**config.mk**
```make
export PLATFORM = sky130hd
export DESIGN_NAME = cobs_crc_frame_decoder
export DESIGN_NICKNAME = d
export VERILOG_FILES = /design/src/rtl/core/ccfd_pkg.sv /design/src/rtl/core/ccfd_front.sv /design/src/rtl/core/ccfd_queue.sv /design/src/rtl/core/ccfd_back.sv /design/src/rtl/core/cobs_crc_frame_decoder.sv
export SDC_FILE = /design/constraint.sdc
export NUM_CORES = 1
export LEC_CHECK = 0
export BUFFER_PORTS_ARGS = -buffer_cell sky130_fd_sc_hd__buf_2
export CAP_MARGIN = 20
export CORE_ASPECT_RATIO = 0.5
export CORE_MARGIN = 4
export CORE_UTILIZATION = 30
export DETAILED_ROUTE_END_ITERATION = 7
export PLACE_DENSITY_LB_ADDON = 0.3
export SLEW_MARGIN = 20
export SYNTH_ARGS = -nofsm -noshare
export SYNTH_HDL_FRONTEND = slang
export SYNTH_SLANG_ARGS = --single-unit
```
**constraint.sdc**
```tcl
create_clock -name clk_i -period 5.1 [get_ports clk_i]
set_input_delay 1.02 -clock clk_i [delete_from_list [all_inputs] [get_ports clk_i]]
set_output_delay 1.02 -clock clk_i [all_outputs]
set_load 0.03 [all_outputs]
```
**src/rtl/core/ccfd_pkg.sv**
```systemverilog
package ccfd_pkg;

  localparam logic [15:0] CRC_INIT      = 16'hFFFF;
  localparam logic [15:0] CRC_POLY_REFL = 16'h8408;
  localparam logic [7:0]  CODE_FULL     = 8'hFF;
  localparam logic [7:0]  LEN_MAX       = 8'hFF;
  localparam logic [7:0]  MIN_LEN_RESET = 8'd4;
  localparam logic [1:0]  HOLD_FULL     = 2'd2;
  localparam int unsigned CRC_STEPS     = 8;

  typedef enum logic [1:0] {
    VERDICT_OK     = 2'd0,
    VERDICT_BADCRC = 2'd1,
    VERDICT_SHORT  = 2'd2,
    VERDICT_CODING = 2'd3
  } verdict_e;

  // one queue entry: an optional payload byte followed by an optional verdict
  typedef struct packed {
    logic       has_byte;
    logic [7:0] data;
    logic       has_verdict;
    verdict_e   verdict;
  } ccfd_rec_t;

  function automatic logic [15:0] crc_update(logic [15:0] crc, logic [7:0] b);
    logic [15:0] c;
    c = crc ^ {8'h00, b};
    for (int i = 0; i < CRC_STEPS; i++) begin
      c = c[0] ? ((c >> 1) ^ CRC_POLY_REFL) : (c >> 1);
    end
    return c;
  endfunction

endpackage

```
**src/rtl/core/ccfd_front.sv**
```systemverilog
module ccfd_front (
  input  logic                 clk_i,
  input  logic                 rst_ni,
  input  logic                 cfg_we_i,
  input  logic [7:0]           cfg_wdata_i,
  input  logic                 in_valid_i,
  output logic                 in_stall_o,
  input  logic [7:0]           data_byte_i,
  input  logic                 frame_end_i,
  input  logic                 q_full_i,
  output logic                 q_push_o,
  output ccfd_pkg::ccfd_rec_t  q_rec_o
);
  import ccfd_pkg::*;

  logic [7:0]  min_len_q;
  logic [7:0]  cnt_q, cnt_d;
  logic        owed_q, owed_d;
  logic        err_q, err_d;
  logic [7:0]  held0_q, held0_d, held1_q, held1_d;
  logic [1:0]  held_cnt_q, held_cnt_d;
  logic [15:0] crc_q, crc_d;
  logic [7:0]  len_q, len_d;
  logic        accept;
  logic        dec_valid;
  logic [7:0]  dec_byte;
  ccfd_rec_t   rec;

  assign accept     = in_valid_i && !q_full_i;
  assign in_stall_o = q_full_i;
  assign q_rec_o    = rec;
  assign q_push_o   = accept && (rec.has_byte || rec.has_verdict);

  always_comb begin
    cnt_d      = cnt_q;
    owed_d     = owed_q;
    err_d      = err_q;
    held0_d    = held0_q;
    held1_d    = held1_q;
    held_cnt_d = held_cnt_q;
    crc_d      = crc_q;
    len_d      = len_q;
    dec_valid  = 1'b0;
    dec_byte   = data_byte_i;
    rec        = '{has_byte: 1'b0, data: 8'h00, has_verdict: 1'b0, verdict: VERDICT_OK};
    if (accept) begin
      if (len_q != LEN_MAX) len_d = len_q + 8'd1;
      if (cnt_q == 8'd0) begin
        // code byte: release the zero owed by the previous block
        dec_valid = owed_q;
        dec_byte  = 8'h00;
        if (data_byte_i == 8'h00) begin
          err_d  = 1'b1;
          owed_d = 1'b0;
        end else begin
          cnt_d  = data_byte_i - 8'd1;
          owed_d = (data_byte_i != CODE_FULL);
        end
      end else begin
        if (data_byte_i == 8'h00) err_d = 1'b1;
        dec_valid = 1'b1;
        cnt_d     = cnt_q - 8'd1;
      end
      if (dec_valid) begin
        if (held_cnt_q != HOLD_FULL) begin
          if (held_cnt_q[0]) held1_d = dec_byte;
          else held0_d = dec_byte;
          held_cnt_d = held_cnt_q + 2'd1;
        end else begin
          rec.has_byte = 1'b1;
          rec.data     = held0_q;
          held0_d      = held1_q;
          held1_d      = dec_byte;
          crc_d        = crc_update(crc_q, held0_q);
        end
      end
      if (frame_end_i) begin
        rec.has_verdict = 1'b1;
        if (len_d < min_len_q) begin
          rec.verdict = VERDICT_SHORT;
        end else if (err_d || cnt_d != 8'd0 || held_cnt_d != HOLD_FULL) begin
          rec.verdict = VERDICT_CODING;
        end else if ({held1_d, held0_d} == (crc_d ^ CRC_INIT)) begin
          rec.verdict = VERDICT_OK;
        end else begin
          rec.verdict = VERDICT_BADCRC;
        end
        cnt_d      = 8'd0;
        owed_d     = 1'b0;
        err_d      = 1'b0;
        held_cnt_d = 2'd0;
        crc_d      = CRC_INIT;
        len_d      = 8'd0;
      end
    end
  end

  always_ff @(posedge clk_i or negedge rst_ni) begin
    if (!rst_ni) begin
      min_len_q  <= MIN_LEN_RESET;
      cnt_q      <= 8'd0;
      owed_q     <= 1'b0;
      err_q      <= 1'b0;
      held_cnt_q <= 2'd0;
      crc_q      <= CRC_INIT;
      len_q      <= 8'd0;
    end else begin
      if (cfg_we_i) min_len_q <= cfg_wdata_i;
      cnt_q      <= cnt_d;
      owed_q     <= owed_d;
      err_q      <= err_d;
      held_cnt_q <= held_cnt_d;
      crc_q      <= crc_d;
      len_q      <= len_d;
    end
  end

  always_ff @(posedge clk_i) begin
    held0_q <= held0_d;
    held1_q <= held1_d;
  end

  a_hold_count: assert property (@(posedge clk_i) disable iff (!rst_ni)
    held_cnt_q != 2'd3)
    else $error("hold count out of range");

endmodule

```
**src/rtl/core/ccfd_queue.sv**
```systemverilog
module ccfd_queue #(
  parameter int unsigned DEPTH = 4
) (
  input  logic                 clk_i,
  input  logic                 rst_ni,
  input  logic                 push_i,
  input  ccfd_pkg::ccfd_rec_t  push_rec_i,
  output logic                 full_o,
  input  logic                 pop_i,
  output ccfd_pkg::ccfd_rec_t  pop_rec_o,
  output logic                 empty_o
);
  import ccfd_pkg::*;

  localparam int unsigned PW = (DEPTH > 1) ? $clog2(DEPTH) : 1;
  localparam int unsigned CW = $clog2(DEPTH + 1);
  localparam logic [PW-1:0] LAST_PTR = PW'(DEPTH - 1);
  localparam logic [CW-1:0] FULL_CNT = CW'(DEPTH);

  ccfd_rec_t         mem_q [DEPTH];
  logic [PW-1:0]     wr_ptr_q, wr_ptr_d, rd_ptr_q, rd_ptr_d;
  logic [CW-1:0]     cnt_q, cnt_d;

  assign full_o    = (cnt_q == FULL_CNT);
  assign empty_o   = (cnt_q == '0);
  assign pop_rec_o = mem_q[rd_ptr_q];

  always_comb begin
    wr_ptr_d = wr_ptr_q;
    rd_ptr_d = rd_ptr_q;
    cnt_d    = cnt_q;
    if (push_i) wr_ptr_d = (wr_ptr_q == LAST_PTR) ? '0 : wr_ptr_q + PW'(1);
    if (pop_i)  rd_ptr_d = (rd_ptr_q == LAST_PTR) ? '0 : rd_ptr_q + PW'(1);
    if (push_i && !pop_i) cnt_d = cnt_q + CW'(1);
    else if (pop_i && !push_i) cnt_d = cnt_q - CW'(1);
  end

  always_ff @(posedge clk_i or negedge rst_ni) begin
    if (!rst_ni) begin
      wr_ptr_q <= '0;
      rd_ptr_q <= '0;
      cnt_q    <= '0;
    end else begin
      wr_ptr_q <= wr_ptr_d;
      rd_ptr_q <= rd_ptr_d;
      cnt_q    <= cnt_d;
    end
  end

  always_ff @(posedge clk_i) begin
    if (push_i) mem_q[wr_ptr_q] <= push_rec_i;
  end

  a_no_overflow: assert property (@(posedge clk_i) disable iff (!rst_ni)
    !(push_i && full_o))
    else $error("queue push while full");

  a_no_underflow: assert property (@(posedge clk_i) disable iff (!rst_ni)
    !(pop_i && empty_o))
    else $error("queue pop while empty");

endmodule

```
**src/rtl/core/ccfd_back.sv**
```systemverilog
module ccfd_back (
  input  logic                 clk_i,
  input  logic                 rst_ni,
  input  ccfd_pkg::ccfd_rec_t  rec_i,
  input  logic                 empty_i,
  output logic                 pop_o,
  output logic                 out_valid_o,
  input  logic                 out_stall_i,
  output logic [7:0]           out_byte_o,
  output logic                 is_verdict_o,
  output logic [1:0]           verdict_o,
  output logic                 last_o
);
  import ccfd_pkg::*;

  logic       valid_q, valid_d;
  logic       phase_q, phase_d;   // payload part of the head entry already sent
  logic       load;
  logic [7:0] byte_q, byte_d;
  logic       isv_q, isv_d;
  verdict_e   verdict_q, verdict_d;

  assign load = !valid_q || !out_stall_i;

  always_comb begin
    valid_d   = valid_q;
    phase_d   = phase_q;
    byte_d    = byte_q;
    isv_d     = isv_q;
    verdict_d = verdict_q;
    pop_o     = 1'b0;
    if (load) begin
      valid_d = !empty_i;
      if (!empty_i) begin
        if (rec_i.has_byte && !phase_q) begin
          byte_d    = rec_i.data;
          isv_d     = 1'b0;
          verdict_d = VERDICT_OK;
          pop_o     = !rec_i.has_verdict;
          phase_d   = rec_i.has_verdict;
        end else begin
          byte_d    = 8'h00;
          isv_d     = 1'b1;
          verdict_d = rec_i.verdict;
          pop_o     = 1'b1;
          phase_d   = 1'b0;
        end
      end
    end
  end

  always_ff @(posedge clk_i or negedge rst_ni) begin
    if (!rst_ni) begin
      valid_q <= 1'b0;
      phase_q <= 1'b0;
    end else begin
      valid_q <= valid_d;
      phase_q <= phase_d;
    end
  end

  always_ff @(posedge clk_i) begin
    byte_q    <= byte_d;
    isv_q     <= isv_d;
    verdict_q <= verdict_d;
  end

  assign out_valid_o  = valid_q;
  assign out_byte_o   = byte_q;
  assign is_verdict_o = isv_q;
  assign verdict_o    = verdict_q;
  assign last_o       = isv_q;

  a_phase_has_entry: assert property (@(posedge clk_i) disable iff (!rst_ni)
    phase_q |-> !empty_i)
    else $error("split entry lost from queue");

endmodule

```
**src/rtl/core/cobs_crc_frame_decoder.sv**
```systemverilog
// Result path: each result item is written into the entry queue, then loaded into the output register.
// Throughput: one input item per cycle while in_stall_o is low; one result item per cycle leaves the
// output register while out_stall_i is low. A frame end byte that also releases a payload byte yields
// two results, payload byte then verdict; the entry queue (QUEUE_DEPTH deep) absorbs that while input keeps flowing.
// Reset (rst_ni low, async): frame state cleared, CRC at 0xFFFF, min length back to 4, queue empty.
module cobs_crc_frame_decoder #(
  parameter int unsigned QUEUE_DEPTH = 4
) (
  input  logic       clk_i,
  input  logic       rst_ni,
  input  logic       cfg_we_i,
  input  logic [7:0] cfg_wdata_i,
  input  logic       in_valid_i,
  output logic       in_stall_o,
  input  logic [7:0] data_byte_i,
  input  logic       frame_end_i,
  output logic       out_valid_o,
  input  logic       out_stall_i,
  output logic [7:0] out_byte_o,
  output logic       is_verdict_o,
  output logic [1:0] verdict_o,
  output logic       last_o
);
  import ccfd_pkg::*;

  logic      q_push, q_full, q_pop, q_empty;
  ccfd_rec_t push_rec, head_rec;

  ccfd_front u_front (
    .clk_i       (clk_i),
    .rst_ni      (rst_ni),
    .cfg_we_i    (cfg_we_i),
    .cfg_wdata_i (cfg_wdata_i),
    .in_valid_i  (in_valid_i),
    .in_stall_o  (in_stall_o),
    .data_byte_i (data_byte_i),
    .frame_end_i (frame_end_i),
    .q_full_i    (q_full),
    .q_push_o    (q_push),
    .q_rec_o     (push_rec)
  );

  ccfd_queue #(
    .DEPTH (QUEUE_DEPTH)
  ) u_queue (
    .clk_i      (clk_i),
    .rst_ni     (rst_ni),
    .push_i     (q_push),
    .push_rec_i (push_rec),
    .full_o     (q_full),
    .pop_i      (q_pop),
    .pop_rec_o  (head_rec),
    .empty_o    (q_empty)
  );

  ccfd_back u_back (
    .clk_i        (clk_i),
    .rst_ni       (rst_ni),
    .rec_i        (head_rec),
    .empty_i      (q_empty),
    .pop_o        (q_pop),
    .out_valid_o  (out_valid_o),
    .out_stall_i  (out_stall_i),
    .out_byte_o   (out_byte_o),
    .is_verdict_o (is_verdict_o),
    .verdict_o    (verdict_o),
    .last_o       (last_o)
  );

endmodule

```
==> results.cfg <==
[run_status]
outcome = finished clean

[floorplanning]
start_util_pct = 31.1
ioPinCount = 36
die_area_um2 = 25500
die_w_um = 222
die_h_um = 115
rows = 38
coreArea_um2 = 22100

[synth]
yosysUniqueCellTypes = 68
synth_area_um2 = 6870
syn_nets = 629
ys.warnings.count = 0
syn_avg_cell_area_um2 = 11.7
synth_edf_count = 75
yosys-top-cells-area = edfxtp_1 33%, dfrtp_1 13%, dfstp_2 6.5%
yosys.area.top_type = edfxtp_1
syn_inst = 586
seq_area_frac_synth_pct = 52.4
async_flop_share_pct = 41.4
ys_seq_elements = 128
synth_top_area_share_pct = 32.8
ys.flop_type = edfxtp_1

[cts]
htreeDepth = 4
post_cts.repair.setup_buffers = 0
ctsResizeCount = 0
clkSinkCount = 128
cts_hold_buf = 0
clockBufferDepth = 2
cts_tree = built
numCtsBuffers = 17
clk_pin_slew_ns = 0.06
clock_latency_ns = 0.42
cts_root_buf = clkbuf_16

[worst_hold_path]
hold_path_class = reg2reg
min_from = u_queue.cnt_q[2]
hold_end = u_queue.cnt_q[2]
hold_depth = 1

[cells_and_area]
drive_above_1_share_pct = 19.7
nets = 663
num-fill-cells = 2195
final_common_cell = edfxtp_1
fin_util_pct = 36.2
final_cell_mix = 75 x edfxtp_1, 39 x nor2_1, 36 x nand2_1, 36 x dfrtp_1, 35 x buf_2
regArea_um2 = 3600
insertedDiodeCount = 0
syn_to_final_growth_pct = 16.4
multi_input_area_um2 = 3030

[sta]
tightest_slew_ns = 0.843
drv_slew = 0
finalCritPeriodShare_pct = 71.4
finalSetupTns_ns = 0
min_period_ns = 3.64
relSlewSlack_pct = 43.3
rsz0062_at_grt = no
fmax_mhz = 275
fin_skew_ns = 0.0128
hold_viol = 0
finalSetupViolCount = 0

[power_and_ir_drop]
power.internal_mw = 3.45
power_mw = 5.66
p_switching_mw = 2.21
vdd_ir_drop_max_uv = 262
p_per_area_nw_per_um2 = 709
p_sw_share_pct = 39.0
p_clk_share_pct = 23.1
p_leak_nw = 3.12
p_seq_share_pct = 32.4
p_comb_share_pct = 44.5

[critical_path]
r2r-start = u_front.cnt_q[0]
cp.arrival_ns = 3.76
crit_fanout = 9
critPathRequiredTime_ns = 5.22
crit_path_end_kind = flop
reg2reg_depth = 10
r2r-end = u_queue.mem_q[0][0]
startpoint = u_front.cnt_q[0]
rrSetupSlack_ns = 1.46
cp-start-kind = flop
worstSetupPathType = reg2reg

[grt]
grt_usage_pct = 12.9
grt_pass1_wl_um = 25900
grt_start_max_net_pins = 54
grt_pass1_vias = 4624
grt_overflow = 0
antenna_found_initial = 0

[routing]
first_pass_iters = 5
via_per_inst = 5.02
route.detailed.drc = 0
drt_iter0_drc = 372
dr_total_vias = 4681
drt-total-wl_um = 16000
wl_per_cell_um = 17.1
ant_nets = 0

[flow_run]
maxCapViolations = 0

[place]
dp_hpwl_um = 11000
place.gp.congestion = 0.813
place.port_buffers = 35
==> critical path, cell delays in order (launching register included) <==
cell and delay (ns):
dfrtp_1 0.41, inv_1 0.14, ha_1 0.23, nor4b_4 0.56
nand2_2 0.28, a22o_1 0.31, a2111oi_2 0.35, nand4_1 0.12
or3_1 0.39, nor4_2 0.37, a31oi_1 0.20
==> layout make-up <==
class                      count  share of cell area (%)
timing repair buffer          46                    3.23
clock inverter                15                    2.61
tap                          300                    4.70
sequential                   128                    45.0
clock buffer                  17                    5.32
inverter                      24                    1.13
multi-input combinational    403                    38.0
==> how the worst max path moves through the flow <==
stage / cells after the start / to
2_1_floorplan: 16 / u_queue.cnt_q[2]
3_3_place_gp: 11 / u_queue.mem_q[0][0]
3_5_place_dp: 11 / u_queue.mem_q[3][0]
4_1_cts: 10 / u_queue.mem_q[0][0]
5_1_grt: 10 / u_queue.mem_q[3][0]
6_report: 10 / u_queue.mem_q[0][0]
==> cells in the mapped netlist, drive strengths merged, types with 2 or more instances <==
cell     count
dfstp       17
xor2        24
buf          7
inv         23
edfxtp      75
xnor2       31
nor2        40
clkbuf      24
a31oi        3
mux2         5
a22oi        5
o21bai       2
nor2b       13
a2bb2oi      2
o22ai        5
o211ai       5
a22o        15
nand3        6
nor3b        5
and3        12
ha          20
a21o         6
dfrtp       36
nor3         9
mux2i        9
mux4        12
and2         6
a21oi       28
o21a         9
o31ai        2
o22a        18
nand2b       4
nand2       37
o21ai       32
a211oi       4
a221o        3
nand4        9
or3          4
nor4         4
==> per-layer routing <==
metal  global-route usage (%)  wire, µm  part of all wire (%)  vias up
li1                         -         -                     -     2239
met1                     17.7      7660                    48     2327
met2                     20.7      7420                    46      106
met3                     2.98       787                   4.9        9
met4                     3.84       127                  0.79        0
met5                        0         0                     0        -
==> power by group through the flow <==
stage                     registers (mW)  logic [mW]  clock network (mW)
after CTS                           1.84        2.54                1.34
final                               1.83        2.52                1.31
after detailed placement            1.85        2.52                   0
after global placement              1.84        2.51                   0
after floorplan                     1.80        1.97                   0
after global routing                1.88        2.80                1.39
==> flip-flops by register name, indices dropped and copies added (netlist names) <==
| name | cells |
|---|---|
| u_queue.cnt_q | 3 |
| u_queue.wr_ptr_q | 2 |
| u_back.phase_q | 1 |
| u_front.held0_q | 8 |
| u_front.held1_q | 8 |
| u_back.out_byte_o | 8 |
| u_front.crc_q | 16 |
| u_back.verdict_o | 2 |
| u_front.cnt_q | 8 |
| u_back.is_verdict_o | 1 |
| u_front.len_q | 8 |
| u_front.min_len_q | 8 |
| u_queue.mem_q | 48 |
| u_back.out_valid_o | 1 |
| u_front.owed_q | 1 |
| u_queue.rd_ptr_q | 2 |
| u_front.err_q | 1 |
| u_front.held_cnt_q | 2 |
==> cell families after synthesis <==
family,count (synthesis),synth area share (%)
AO/OA/AOI/OAI,146,14.9
AND/OR/NAND/NOR,154,11.9
adder cells (fa/ha/maj),21,3.94
flip-flops,128,52.4
XOR/XNOR,56,7.34
buffers and inverters,55,3.43
multiplexers,26,6.07
==> metrics by stage <==
step | setup WS, ns | area (µm²) | std cells | hold WS (ns)
2_1_floorplan | 1.56 | 6870 | 586 | 0.456
3_3_place_gp | 1.26 | 7360 | 901 | 0.471
3_5_place_dp | 1.14 | 7360 | 901 | 0.483
4_1_cts | 1.52 | 7990 | 933 | 0.498
5_1_grt | 1.15 | 7990 | 933 | 0.515
6_report | 1.46 | 7990 | 933 | 0.495
(Power assumes the default switching activity.)
